File: src/rtl/chh_pkg.sv
// ----------------------------------------------------------------------------
// chh_pkg
// Shared types, constants and the arctangent table of the compass heading
// and hard-iron calibration unit.
// ----------------------------------------------------------------------------
package chh_pkg;

    // Raw sample and offset width.
    localparam int RAW_W = 16;
    // Sample minus offset.
    localparam int DIFF_W = RAW_W + 1;
    // The CORDIC vector is scaled up by 2^14 before the iterations start.
    localparam int PRESCALE_SH = 14;
    // Vector registers hold the prescaled difference plus the CORDIC gain.
    localparam int XY_W = 34;
    // Angle in degrees with 20 fraction bits, signed.
    localparam int Z_W = 31;
    localparam int FRAC_BITS = 20;
    localparam int HEAD_W = 9;
    // Index into the arctangent table (24 entries).
    localparam int ATAN_IDX_W = 5;

    localparam logic signed [Z_W-1:0] DEG_FULL     = Z_W'(360 * (2 ** FRAC_BITS));
    localparam logic signed [Z_W-1:0] DEG_HALF     = Z_W'(180 * (2 ** FRAC_BITS));
    localparam logic signed [Z_W-1:0] DEG_QUARTER  = Z_W'(90 * (2 ** FRAC_BITS));
    localparam logic signed [Z_W-1:0] DEG_3QUARTER = Z_W'(270 * (2 ** FRAC_BITS));

    // Item kinds carried in the mode field.
    localparam logic [1:0] MODE_SAMPLE    = 2'd0;
    localparam logic [1:0] MODE_CAL_START = 2'd1;
    localparam logic [1:0] MODE_CAL_END   = 2'd2;

    // Commands from the sequencer to the datapath.
    typedef struct packed {
        logic                  take;   // item beat accepted this cycle
        logic                  prep;   // load the CORDIC vector
        logic                  step;   // one vectoring iteration
        logic                  emit;   // load the result register
        logic [ATAN_IDX_W-1:0] idx;    // current iteration
    } chh_cmd_t;

    // atan(2^-i) in degrees, 20 fraction bits.
    function automatic logic signed [Z_W-1:0] atan_q20(input logic [ATAN_IDX_W-1:0] i);
        logic signed [Z_W-1:0] v;
        unique case (i)
            5'd0:  v = Z_W'(47185920);
            5'd1:  v = Z_W'(27855475);
            5'd2:  v = Z_W'(14718068);
            5'd3:  v = Z_W'(7471121);
            5'd4:  v = Z_W'(3750058);
            5'd5:  v = Z_W'(1876857);
            5'd6:  v = Z_W'(938658);
            5'd7:  v = Z_W'(469357);
            5'd8:  v = Z_W'(234682);
            5'd9:  v = Z_W'(117342);
            5'd10: v = Z_W'(58671);
            5'd11: v = Z_W'(29335);
            5'd12: v = Z_W'(14668);
            5'd13: v = Z_W'(7334);
            5'd14: v = Z_W'(3667);
            5'd15: v = Z_W'(1833);
            5'd16: v = Z_W'(917);
            5'd17: v = Z_W'(458);
            5'd18: v = Z_W'(229);
            5'd19: v = Z_W'(115);
            5'd20: v = Z_W'(57);
            5'd21: v = Z_W'(29);
            5'd22: v = Z_W'(14);
            5'd23: v = Z_W'(7);
            default: v = '0;
        endcase
        return v;
    endfunction

endpackage

File: src/rtl/chh_intf.sv
// ----------------------------------------------------------------------------
// chh_in_if / chh_out_if
// Valid/ready channels carrying magnetometer items in and heading results out.
// ----------------------------------------------------------------------------
interface chh_in_if;
    logic              valid;
    logic              ready;
    logic [1:0]        mode;
    logic signed [15:0] mag_x;
    logic signed [15:0] mag_y;
    logic signed [15:0] mag_z;

    modport source (output valid, output mode, output mag_x, output mag_y,
                    output mag_z, input ready);
    modport sink   (input valid, input mode, input mag_x, input mag_y,
                    input mag_z, output ready);
endinterface

interface chh_out_if;
    logic               valid;
    logic               ready;
    logic [8:0]         heading_deg;
    logic signed [15:0] offset_x;
    logic signed [15:0] offset_y;
    logic signed [15:0] offset_z;
    logic               is_calibrating;

    modport source (output valid, output heading_deg, output offset_x,
                    output offset_y, output offset_z, output is_calibrating,
                    input ready);
    modport sink   (input valid, input heading_deg, input offset_x,
                    input offset_y, input offset_z, input is_calibrating,
                    output ready);
endinterface

File: src/rtl/chh_ctrl.sv
// ----------------------------------------------------------------------------
// chh_ctrl
// Sequencer: accepts an item, walks the CORDIC iterations and hands the
// result to the output register.
// ----------------------------------------------------------------------------
module chh_ctrl import chh_pkg::*; #(
    parameter int CORDIC_STEPS = 16
) (
    input  logic     clk,
    input  logic     rst_n,
    input  logic     item_valid,
    output logic     item_ready,
    output logic     result_valid,
    input  logic     result_ready,
    output chh_cmd_t cmd
);

    localparam int STEP_W = $clog2(CORDIC_STEPS);

    localparam logic [1:0] ST_IDLE = 2'd0;
    localparam logic [1:0] ST_PREP = 2'd1;
    localparam logic [1:0] ST_RUN  = 2'd2;
    localparam logic [1:0] ST_EMIT = 2'd3;

    logic [1:0]        state_reg, state_next;
    logic [STEP_W-1:0] step_reg, step_next;
    logic              out_valid_reg, out_valid_next;
    logic              out_free;
    logic              last_step;

    assign out_free  = !out_valid_reg || result_ready;
    assign last_step = (step_reg == STEP_W'(CORDIC_STEPS - 1));

    always_comb
    begin
        state_next = state_reg;
        step_next  = step_reg;
        cmd.take   = 1'b0;
        cmd.prep   = 1'b0;
        cmd.step   = 1'b0;
        cmd.emit   = 1'b0;
        cmd.idx    = ATAN_IDX_W'(step_reg);
        unique case (state_reg)
            ST_IDLE:
            begin
                if (item_valid)
                begin
                    cmd.take   = 1'b1;
                    state_next = ST_PREP;
                end
            end
            ST_PREP:
            begin
                cmd.prep   = 1'b1;
                step_next  = '0;
                state_next = ST_RUN;
            end
            ST_RUN:
            begin
                cmd.step = 1'b1;
                if (last_step)
                begin
                    state_next = ST_EMIT;
                end
                else
                begin
                    step_next = step_reg + 1'b1;
                end
            end
            ST_EMIT:
            begin
                // Wait here while the previous result beat is still pending.
                if (out_free)
                begin
                    cmd.emit   = 1'b1;
                    state_next = ST_IDLE;
                end
            end
            default:
            begin
                state_next = ST_IDLE;
            end
        endcase
    end

    always_comb
    begin
        if (cmd.emit)
        begin
            out_valid_next = 1'b1;
        end
        else if (result_ready)
        begin
            out_valid_next = 1'b0;
        end
        else
        begin
            out_valid_next = out_valid_reg;
        end
    end

    always_ff @(posedge clk or negedge rst_n)
    begin
        if (!rst_n)
        begin
            state_reg     <= ST_IDLE;
            step_reg      <= '0;
            out_valid_reg <= 1'b0;
        end
        else
        begin
            state_reg     <= state_next;
            step_reg      <= step_next;
            out_valid_reg <= out_valid_next;
        end
    end

    assign item_ready   = (state_reg == ST_IDLE);
    assign result_valid = out_valid_reg;

endmodule

File: src/rtl/chh_datapath.sv
// ----------------------------------------------------------------------------
// chh_datapath
// Calibration state, offset arithmetic, iterative CORDIC atan2 and the
// result register.
// ----------------------------------------------------------------------------
module chh_datapath import chh_pkg::*; #(
    parameter int SAMPLE_BITS = 16
) (
    input  logic                     clk,
    input  logic                     rst_n,
    input  chh_cmd_t                 cmd,
    input  logic [1:0]               mode,
    input  logic signed [RAW_W-1:0]  mag_x,
    input  logic signed [RAW_W-1:0]  mag_y,
    input  logic signed [RAW_W-1:0]  mag_z,
    output logic [HEAD_W-1:0]        heading_deg,
    output logic signed [RAW_W-1:0]  offset_x,
    output logic signed [RAW_W-1:0]  offset_y,
    output logic signed [RAW_W-1:0]  offset_z,
    output logic                     is_calibrating
);

    localparam int EXT = RAW_W - SAMPLE_BITS;

    logic signed [RAW_W-1:0]  raw_in [3];
    logic signed [RAW_W-1:0]  raw_shl [3];
    logic signed [RAW_W-1:0]  sample_in [3];
    logic signed [RAW_W:0]    mm_sum [3];
    logic signed [RAW_W:0]    mm_half [3];

    logic signed [RAW_W-1:0]  last_reg [3];
    logic signed [RAW_W-1:0]  min_reg [3];
    logic signed [RAW_W-1:0]  max_reg [3];
    logic signed [RAW_W-1:0]  ofs_reg [3];
    logic                     cal_reg;

    logic signed [DIFF_W-1:0] dx, dy;
    logic signed [XY_W-1:0]   x0, y0;
    logic signed [XY_W-1:0]   x_reg, y_reg, x_next, y_next;
    logic signed [XY_W-1:0]   xs, ys;
    logic signed [Z_W-1:0]    z_reg, z_next;
    logic                     exact_reg, exact_next;
    logic signed [Z_W-1:0]    atan_val;
    logic signed [Z_W-1:0]    z_wrap;
    logic signed [Z_W-1:0]    z_rev;

    logic [HEAD_W-1:0]        head_reg;
    logic signed [RAW_W-1:0]  ox_reg, oy_reg, oz_reg;
    logic                     cal_out_reg;

    assign raw_in[0] = mag_x;
    assign raw_in[1] = mag_y;
    assign raw_in[2] = mag_z;

    // Keep the low SAMPLE_BITS of each reading and sign-extend them.
    always_comb
    begin
        for (int a = 0; a < 3; a++)
        begin
            raw_shl[a]   = raw_in[a] <<< EXT;
            sample_in[a] = raw_shl[a] >>> EXT;
            mm_sum[a]    = DIFF_W'(max_reg[a]) + DIFF_W'(min_reg[a]);
            // Halve toward zero: a negative odd sum is bumped up first.
            mm_half[a]   = (mm_sum[a] + $signed({{RAW_W{1'b0}}, mm_sum[a][RAW_W]})) >>> 1;
        end
    end

    always_ff @(posedge clk or negedge rst_n)
    begin
        if (!rst_n)
        begin
            for (int a = 0; a < 3; a++)
            begin
                last_reg[a] <= '0;
                min_reg[a]  <= '0;
                max_reg[a]  <= '0;
                ofs_reg[a]  <= '0;
            end
            cal_reg <= 1'b0;
        end
        else if (cmd.take)
        begin
            unique case (mode)
                MODE_SAMPLE:
                begin
                    for (int a = 0; a < 3; a++)
                    begin
                        last_reg[a] <= sample_in[a];
                        if (cal_reg && (sample_in[a] < min_reg[a]))
                        begin
                            min_reg[a] <= sample_in[a];
                        end
                        if (cal_reg && (sample_in[a] > max_reg[a]))
                        begin
                            max_reg[a] <= sample_in[a];
                        end
                    end
                end
                MODE_CAL_START:
                begin
                    cal_reg <= 1'b1;
                    for (int a = 0; a < 3; a++)
                    begin
                        min_reg[a] <= last_reg[a];
                        max_reg[a] <= last_reg[a];
                    end
                end
                MODE_CAL_END:
                begin
                    cal_reg <= 1'b0;
                    for (int a = 0; a < 3; a++)
                    begin
                        ofs_reg[a] <= mm_half[a][RAW_W-1:0];
                    end
                end
                default:
                begin
                end
            endcase
        end
    end

    // CORDIC vectoring.
    assign dx       = DIFF_W'(last_reg[0]) - DIFF_W'(ofs_reg[0]);
    assign dy       = DIFF_W'(last_reg[1]) - DIFF_W'(ofs_reg[1]);
    assign x0       = XY_W'(dx) <<< PRESCALE_SH;
    assign y0       = XY_W'(dy) <<< PRESCALE_SH;
    assign xs       = x_reg >>> cmd.idx;
    assign ys       = y_reg >>> cmd.idx;
    assign atan_val = atan_q20(cmd.idx);

    always_comb
    begin
        x_next     = x_reg;
        y_next     = y_reg;
        z_next     = z_reg;
        exact_next = exact_reg;
        if (cmd.prep)
        begin
            exact_next = 1'b0;
            x_next     = x0;
            y_next     = y0;
            z_next     = '0;
            // Vectors on an axis get their angle directly and skip the iterations.
            if (dy == '0)
            begin
                exact_next = 1'b1;
                z_next     = dx[DIFF_W-1] ? DEG_HALF : '0;
            end
            else if (dx == '0)
            begin
                exact_next = 1'b1;
                z_next     = dy[DIFF_W-1] ? DEG_3QUARTER : DEG_QUARTER;
            end
            else if (dx[DIFF_W-1])
            begin
                x_next = -x0;
                y_next = -y0;
                z_next = DEG_HALF;
            end
        end
        else if (cmd.step && !exact_reg)
        begin
            if (y_reg > 0)
            begin
                x_next = x_reg + ys;
                y_next = y_reg - xs;
                z_next = z_reg + atan_val;
            end
            else
            begin
                x_next = x_reg - ys;
                y_next = y_reg + xs;
                z_next = z_reg - atan_val;
            end
        end
    end

    always_ff @(posedge clk)
    begin
        x_reg     <= x_next;
        y_reg     <= y_next;
        z_reg     <= z_next;
        exact_reg <= exact_next;
    end

    // The angle is never beyond a full turn, so one correction wraps it.
    assign z_wrap = z_reg[Z_W-1] ? (z_reg + DEG_FULL) : z_reg;
    assign z_rev  = DEG_FULL - z_wrap;

    always_ff @(posedge clk)
    begin
        if (cmd.emit)
        begin
            head_reg    <= z_rev[FRAC_BITS +: HEAD_W];
            ox_reg      <= ofs_reg[0];
            oy_reg      <= ofs_reg[1];
            oz_reg      <= ofs_reg[2];
            cal_out_reg <= cal_reg;
        end
    end

    assign heading_deg    = head_reg;
    assign offset_x       = ox_reg;
    assign offset_y       = oy_reg;
    assign offset_z       = oz_reg;
    assign is_calibrating = cal_out_reg;

endmodule

File: src/rtl/compass_heading_hard_iron_cal_unit.sv
// ----------------------------------------------------------------------------
// compass_heading_hard_iron_cal_unit
// Hard-iron calibration of a three-axis magnetometer and heading by CORDIC.
// ----------------------------------------------------------------------------
// An accepted item beat passes through the PREP, RUN and EMIT states before its
// result beat is valid; one CORDIC iteration runs per cycle in the shared unit.
// A new item is taken only once the previous one has been emitted;
// a finished result waits in the output register while the next item runs.
// Reset: asynchronous; clears samples, min/max, offsets and calibration flag.
module compass_heading_hard_iron_cal_unit import chh_pkg::*; #(
    parameter int CORDIC_STEPS = 16,
    parameter int SAMPLE_BITS  = 16
) (
    input  logic       clk,
    input  logic       rst_n,
    chh_in_if.sink     item,
    chh_out_if.source  result
);

    chh_cmd_t cmd;

    chh_ctrl #(
        .CORDIC_STEPS (CORDIC_STEPS)
    ) u_ctrl (
        .clk          (clk),
        .rst_n        (rst_n),
        .item_valid   (item.valid),
        .item_ready   (item.ready),
        .result_valid (result.valid),
        .result_ready (result.ready),
        .cmd          (cmd)
    );

    chh_datapath #(
        .SAMPLE_BITS (SAMPLE_BITS)
    ) u_datapath (
        .clk            (clk),
        .rst_n          (rst_n),
        .cmd            (cmd),
        .mode           (item.mode),
        .mag_x          (item.mag_x),
        .mag_y          (item.mag_y),
        .mag_z          (item.mag_z),
        .heading_deg    (result.heading_deg),
        .offset_x       (result.offset_x),
        .offset_y       (result.offset_y),
        .offset_z       (result.offset_z),
        .is_calibrating (result.is_calibrating)
    );

`ifndef ASSERT_OFF
    // An accepted beat is always followed by loading the CORDIC vector.
    a_take_then_prep: assert property (@(posedge clk) disable iff (!rst_n)
        cmd.take |=> cmd.prep)
        else $error("accepted item not followed by CORDIC load");

    // The sequencer issues at most one command per cycle.
    a_one_cmd: assert property (@(posedge clk) disable iff (!rst_n)
        $onehot0({cmd.take, cmd.prep, cmd.step, cmd.emit}))
        else $error("more than one sequencer command active");

    // A new result never overwrites a beat that has not been taken.
    a_no_overwrite: assert property (@(posedge clk) disable iff (!rst_n)
        cmd.emit |-> (!result.valid || result.ready))
        else $error("result register overwritten while pending");

    // Heading always lies in 0..360.
    a_heading_range: assert property (@(posedge clk) disable iff (!rst_n)
        result.valid |-> (result.heading_deg <= 9'd360))
        else $error("heading out of range");
`endif

endmodule

File: src/flat_wrapper.sv
// flat-port wrapper written by rule: the top's interface ports become plain ports
module compass_heading_hard_iron_cal_unit_flat import chh_pkg::*;
#(
    parameter int CORDIC_STEPS = 16,
    parameter int SAMPLE_BITS  = 16
)
  (clk, rst_n, item_valid, item_mode, item_mag_x, item_mag_y, item_mag_z, item_ready, result_valid, result_heading_deg, result_offset_x, result_offset_y, result_offset_z, result_is_calibrating, result_ready);
  chh_in_if item_i ();
  chh_out_if result_i ();
  input  logic clk;
  input  logic rst_n;
  input wire logic [$bits(item_i.valid)-1:0] item_valid;
  input wire logic [$bits(item_i.mode)-1:0] item_mode;
  input wire logic [$bits(item_i.mag_x)-1:0] item_mag_x;
  input wire logic [$bits(item_i.mag_y)-1:0] item_mag_y;
  input wire logic [$bits(item_i.mag_z)-1:0] item_mag_z;
  output wire logic [$bits(item_i.ready)-1:0] item_ready;
  output wire logic [$bits(result_i.valid)-1:0] result_valid;
  output wire logic [$bits(result_i.heading_deg)-1:0] result_heading_deg;
  output wire logic [$bits(result_i.offset_x)-1:0] result_offset_x;
  output wire logic [$bits(result_i.offset_y)-1:0] result_offset_y;
  output wire logic [$bits(result_i.offset_z)-1:0] result_offset_z;
  output wire logic [$bits(result_i.is_calibrating)-1:0] result_is_calibrating;
  input wire logic [$bits(result_i.ready)-1:0] result_ready;
  assign item_i.valid = item_valid;
  assign item_i.mode = item_mode;
  assign item_i.mag_x = item_mag_x;
  assign item_i.mag_y = item_mag_y;
  assign item_i.mag_z = item_mag_z;
  assign item_ready = item_i.ready;
  assign result_valid = result_i.valid;
  assign result_heading_deg = result_i.heading_deg;
  assign result_offset_x = result_i.offset_x;
  assign result_offset_y = result_i.offset_y;
  assign result_offset_z = result_i.offset_z;
  assign result_is_calibrating = result_i.is_calibrating;
  assign result_i.ready = result_ready;
  compass_heading_hard_iron_cal_unit #(.CORDIC_STEPS(CORDIC_STEPS), .SAMPLE_BITS(SAMPLE_BITS)) u_core (.clk(clk), .rst_n(rst_n), .item(item_i), .result(result_i));
endmodule
File: config.mk
export PLATFORM = sky130hd
export DESIGN_NAME = compass_heading_hard_iron_cal_unit_flat
export DESIGN_NICKNAME = d
export VERILOG_FILES = /design/src/rtl/chh_pkg.sv /design/src/rtl/chh_intf.sv /design/src/rtl/chh_ctrl.sv /design/src/rtl/chh_datapath.sv /design/src/rtl/compass_heading_hard_iron_cal_unit.sv /design/src/flat_wrapper.sv
export SDC_FILE = /design/constraint.sdc
export NUM_CORES = 1
export LEC_CHECK = 0
export ABC_AREA = 1
export BUFFER_PORTS_ARGS = -buffer_cell sky130_fd_sc_hd__buf_2
export CORE_MARGIN = 4
export CORE_UTILIZATION = 25
export DETAILED_ROUTE_END_ITERATION = 8
export GPL_TIMING_DRIVEN = 0
export PLACE_DENSITY_LB_ADDON = 0.1
export SKIP_CTS_REPAIR_TIMING = 1
export SLEW_MARGIN = 25
export SYNTH_ARGS = -nofsm -noshare
export SYNTH_HDL_FRONTEND = slang
export SYNTH_SLANG_ARGS = --single-unit
File: constraint.sdc
create_clock -name clk -period 17.2 [get_ports clk]
set_clock_uncertainty 0.2 [all_clocks]
set_input_delay 2.58 -clock clk [delete_from_list [all_inputs] [get_ports clk]]
set_output_delay 2.58 -clock clk [all_outputs]
set_load 0.02 [all_outputs]
==> metrics.md, run 1 <==
| Metric | Value |
|---|---|
| Top-Level Pins | `roughly 110` |
| Initial antenna violation count | `9` |
| Number of instances in the placed design | `6912` |
| Antenna viol nets, final | `0` |
| Slew Viols, Final | `0` |
| Die height | `about 370 um` |
| Critical Path Max Stage Delay | `0.88 ns` |
| CP cell instances | `nor2_1 -> nand2_1 -> nor2_1 -> nand3_1 -> nor2_1 -> nor2_1 -> clkbuf_2 -> buf_1 -> o21ai_0 -> fa_1 -> nand2_1 -> inv_1 -> o21ai_0 -> nand2_1 -> a21o_1 -> nand2_1 -> nand2_1 -> a21boi_0 -> o21ai_0 -> or2_2 -> nand3_1 -> nand2_1` |
| Final Cycle Share | `approximately two fifths` |
| Grt total ovfl | `0` |
| WP data arrival | `7.31 ns` |
| Reg clk slew, reported paths | `0.06 ns` |
| Vias per std cell | `4.884` |
| Multi-input gate area | `0.02109 mm^2` |
| Most frequent CP cell | `nand2_1` |
| CTS Root Cell | `clkbuf_16` |
| Commonest non-fill, non-tap cell in the layout | `nand2_1` |
| Chip width | `374.8 um` |
| Post-Synthesis Cells | `roughly 5000` |
| Starting DRT DRC Count | `2633` |
| Die Area | `0.1405 mm^2` |
| Syn Std Cell Area | `0.03364 mm^2` |
| CTS HTree Levels | `2` |
| Clk_lat worst skew | `between 0.6 and 0.7 ns` |
| Pin count of the biggest net entering global routing | `just under 80` |
| Top-area cell type share of the netlist area | `~16%` |
| Final Routed Wirelength | `roughly 150000 um` |
| Slew HR | `roughly a quarter` |
| I/O Buffers | `113` |
| CP max FO | `10` |
| Number of distinct library cells after synthesis | `54` |
| First-pass GRT wire length | `about 220000 um` |
| First-pass DRT Iterations | `5` |
| Clock sink count | `358` |
| Seq cells post-synth | `358` |
| GP Congestion | `between 0.9 and 1` |
| Register area | `0.009749 mm^2` |
| FP Rows | `134` |
| Synth top area cells | `nand2_1 (16%), dfrtp_1 (15%), edfxtp_1 (14%)` |
| Max-Cap Viols | `0` |
| Crit path required time | `17.37 ns` |
| Setup TNS | `0 ns` |
| Status | `completed` |
| Wire per inst | `20.76 um` |
| Register area share after synthesis | `28.98%` |
| Share of cells above drive strength 1 | `6.720%` |
| Final instance area | `roughly 0.039 mm^2` |
| Vias | `roughly 34000` |
| Startpoint types | `register` |
| Clock Tree Buf Depth | `3` |
| Avg Cell Area, Syn | `approximately 6.7 um^2` |
| Worst path slowest cell | `buf_1` |
| Worst setup EP type | `register` |
| Overall fraction of global-route tracks in use | `20.18%` |
| RSZ-0062 raised after global routing | `false` |
| Least-Margin Pin Slew | `about 1.1 ns` |
| Critical path type | `reg2reg` |
| Most frequent cells in the layout | `nand2_1 (1472), nand3_1 (583), inv_1 (542)` |
| Post-synthesis net count | `5373` |
| TritonCTS clock tree | `done` |
| Min cycle time layout | `7.146 ns` |
| Residual DRC count | `0` |
| Nets | `5551` |
| Synth Warn # | `0` |
| Crit path buffers/inverters | `3` |
| Initial cell density of the core | `25.18%` |
| Core footprint | `between 0.1 and 0.15 mm^2` |
| DP Wirelength | `119100 um` |
| Hold/Removal Path Class | `reg2reg` |
| Final setup fails | `0` |
| Fmax | `around 140 MHz` |
| CP top delay family | `simple AND/OR/NAND/NOR gates` |
| Final Hold Fails | `0` |
| DP Area | `0.03681 mm^2` |
| Number of global-route vias before repair | `33420` |
| Fillers | `14880` |
| CTS Buf Count | `50` |
| Area Growth Syn to Fin | `14.69%` |
| Largest area contributor in the netlist | `nand2_1` |
| Non-Filler Instances | `7010` |
area by class of cell:
cell class / instances / area share [%]
clock buffers: 66 / 3.609
well taps: 1768 / 5.733
diodes: 4 / 0.02594
multi-input cells: 3949 / 54.65
repair buffers: 126 / 2.387
flip-flops and latches: 358 / 25.27
plain buffers: 147 / 1.874
inverters: 564 / 5.493
clock inverters: 28 / 0.9566
per-layer routing:
metal,vias to the layer above,global-route usage [%],wire (um)
met3,160,2.667,7171
met1,16110,26.58,65760
met2,860,34.91,68930
met4,10,4.938,3610
li1,17100,-,-
met5,-,0,52
worst paths after layout:
check	from	to	slack, ns	cells after the start
setup / recovery	u_core.u_datapath.y_reg[29]	u_core.u_datapath.y_reg[32]	10.05	22
hold / removal	u_core.u_datapath.ofs_reg[15]	u_core.u_datapath.offset_z[15]	0.25	0
setup reg to reg	u_core.u_datapath.y_reg[29]	u_core.u_datapath.y_reg[32]	10.05	22
hold reg to reg	u_core.u_datapath.ofs_reg[15]	u_core.u_datapath.offset_z[15]	0.25	0
max in group asynchronous	rst_n	u_core.u_ctrl.step_reg[1]	13.93	3
min in group asynchronous	rst_n	u_core.u_datapath.ofs_reg[12]	1.63	1
worst reg2reg max path, delay by kind of cell (launching register included):
family | cells | cell delay [ns]
AOI/OAI and AO/OA | 5 | 1.67
adders and majority gates | 1 | 0.51
buffers and inverters | 3 | 1.56
DFF | 1 | 0.67
and+or+nand+nor | 13 | 2.29
metrics by stage:
step / setup slack [ns] / hold slack [ns] / util (%)
final: 10.05 / 0.2463 / 28.88
after global routing: 9.821 / 0.2458 / 28.87
after CTS: 10.20 / 0.2448 / 28.87
after detailed placement: 10.21 / 0.2311 / 27.55
after global placement: 2.141 / 0.2308 / 27.26
after floorplan: 8.609 / 0.2249 / -
synth_stat cells (all sizes together):
library cell  instances
a211oi                3
a21boi                7
a21o                 28
a21oi               310
a221oi                4
a31o                  2
a31oi                22
and2                  1
and3                  2
buf                  65
clkbuf               82
clkinv                4
dfrtp               200
edfxtp              158
fa                    8
ha                  293
inv                 560
mux2                  1
nand2              1480
nand3               585
nand3b                8
nand4                57
nor2                411
nor3                 58
nor3b                 6
nor4                 12
o211ai               21
o21a                 26
o21ai               354
o21bai               31
o221ai                6
o22ai                13
o311ai                1
o31ai                12
or2                  16
xnor2                62
xor2                109
cell families after synthesis:
kind of cell             share of synthesized area, %
adder cells (fa/ha/maj)                         11.37
flip-flops                                      28.98
buffers and inverters                           8.405
AND/OR/NAND/NOR                                 32.94
XOR/XNOR                                        4.452
AO/OA/AOI/OAI                                   13.82
multiplexers                                  0.03347
Power of run 1 is not shown: default switching activity piles up to over one toggle a cycle in this logic, so the estimate is an artifact.
==> inputs of run 2 (changes only) <==
- clock period: 17.2 -> 6.7 ns (I/O delays scaled with it)
==> metrics.md, run 2 (synthesized netlist as in run 1, its figures left out) <==
| Metric | Value |
|---|---|
| Wire per inst | `20.80 um` |
| Top-Level Pins | `114` |
| Die Area | `0.1405 mm^2` |
| Hold/Removal Path Class | `in2async` |
| Critical Path Max Stage Delay | `just over 0.6 ns` |
| Clk_lat worst skew | `0.67 ns` |
| GP Congestion | `~0.94` |
| WP data arrival | `6.48 ns` |
| DP Wirelength | `approximately 120000 um` |
| Area Growth Syn to Fin | `14.75%` |
| Fmax | `159.8 MHz` |
| CTS HTree Levels | `2` |
| Startpoint types | `register` |
| Starting DRT DRC Count | `approximately 2500` |
| Final Cycle Share | `93.42%` |
| Status | `completed` |
| Critical path type | `reg2reg` |
| R2r setup slk | `0.44 ns` |
| Min cycle time layout | `6.259 ns` |
| Vias | `between 30000 and 40000` |
| CP top delay family | `simple AND/OR/NAND/NOR gates` |
| Clock sink count | `358` |
| Least-Margin Pin Slew | `1.103 ns` |
| Final setup fails | `0` |
| RSZ-0062 raised after global routing | `false` |
| Max-Cap Viols | `0` |
| Critical path origin | `u_core.u_datapath.y_reg[29]` |
| Final Routed Wirelength | `about 150000 um` |
| Most frequent CP cell | `nand2_1` |
| Final Hold Fails | `0` |
| Reg clk slew, reported paths | `0.06 ns` |
| TritonCTS clock tree | `done` |
| Antenna viol nets, final | `0` |
| Die height | `374.8 um` |
| Core footprint | `0.1336 mm^2` |
| First-pass GRT wire length | `217100 um` |
| Worst path slowest cell | `edfxtp_1` |
| Worst reg2reg startpoint | `u_core.u_datapath.y_reg[29]` |
| Vias per std cell | `slightly below 5` |
| Clock Tree Buf Depth | `3` |
| Share of cells above drive strength 1 | `under 10%` |
| Chip width | `374.8 um` |
| Nets | `5552` |
| I/O Buffers | `113` |
| Grt total ovfl | `0` |
| CTS Root Cell | `clkbuf_16` |
| Setup TNS | `0 ns` |
| Slew Viols, Final | `0` |
| Slew HR | `26.44%` |
| CTS Buf Count | `51` |
| Pin count of the biggest net entering global routing | `76` |
| Crit path buffers/inverters | `3` |
| Number of global-route vias before repair | `33540` |
| CP Depth | `25` |
| Worst setup EP type | `register` |
| Overall fraction of global-route tracks in use | `20.24%` |
| Fillers | `14860` |
| Initial antenna violation count | `9` |
| Most frequent cells in the layout | `nand2_1 (1472), nand3_1 (583), inv_1 (542)` |
| Crit path required time | `6.92 ns` |
| Setup crit end | `u_core.u_datapath.y_reg[24]` |
| RR Endpoint | `u_core.u_datapath.y_reg[24]` |
| FP Rows | `134` |
| CP max FO | `10` |
| Residual DRC count | `0` |
| Commonest non-fill, non-tap cell in the layout | `nand2_1` |
| Initial cell density of the core | `25.18%` |
| Worst r2r path cells | `25` |
| First-pass DRT Iterations | `6` |
run 2: cell count changes in the layout (fill, tap and decap cells not counted), sizes merged:
cell	change
clkinv	+11
inv	-1
clkinvlp	-1
clkbuf	-5
buf	-2
run 2: per-layer routing:
layer | wire, um | share of wire, % | GRT usage [%] | vias to the layer above
met5 | 56 | 0.038 | 0 | -
met4 | 4336 | 3.0 | 5.718 | 8
met3 | 6432 | 4.4 | 2.585 | 171
met2 | 68100 | 47 | 34.44 | 765
met1 | 66940 | 46 | 26.89 | 15990
li1 | - | - | - | 17130
run 2: final cells by class:
type	instances	area [um^2]	share of cell area [%]
Clock buffer	59	1356	3.513
Sequential cell	358	9749	25.26
Timing Repair Buffer	126	920.9	2.386
Clock inverter	37	421.7	1.092
Buffer	147	723.2	1.873
Tap cell	1768	2212	5.730
Multi-Input combinational cell	3949	21090	54.63
Inverter	564	2120	5.491
Antenna cell	4	10.01	0.02593
run 2: how the worst min path moves through the flow:
stage	start	end	slack, ns
3_5_place_dp	u_core.u_datapath.ofs_reg[13]	u_core.u_datapath.offset_z[13]	0.23
2_1_floorplan	u_core.u_datapath.ofs_reg[42]	u_core.u_datapath.offset_x[10]	0.22
5_1_grt	rst_n	u_core.u_datapath.ofs_reg[2]	0.07
6_report	rst_n	u_core.u_datapath.ofs_reg[5]	0.06
3_3_place_gp	u_core.u_datapath.ofs_reg[2]	u_core.u_datapath.offset_z[2]	0.23
4_1_cts	rst_n	u_core.u_datapath.ofs_reg[2]	0.04
run 2: metrics by stage:
step | hold slack, ns | worst slack (ns) | instance area (um^2) | cells | utilization, %
floorplan | 0.2249 | 0.7824 | 33640 | 5018 | -
finish | 0.06239 | 0.4411 | 38600 | 7012 | 28.89
CTS | 0.03932 | -0.02380 | 38590 | 7008 | 28.88
global placement | 0.2302 | -3.862 | 36420 | 6899 | 27.26
global route | 0.06873 | 0.1384 | 38590 | 7008 | 28.88
detailed placement | 0.2301 | -0.01216 | 36810 | 6912 | 27.55
Power of run 2 is left out for the same reason.
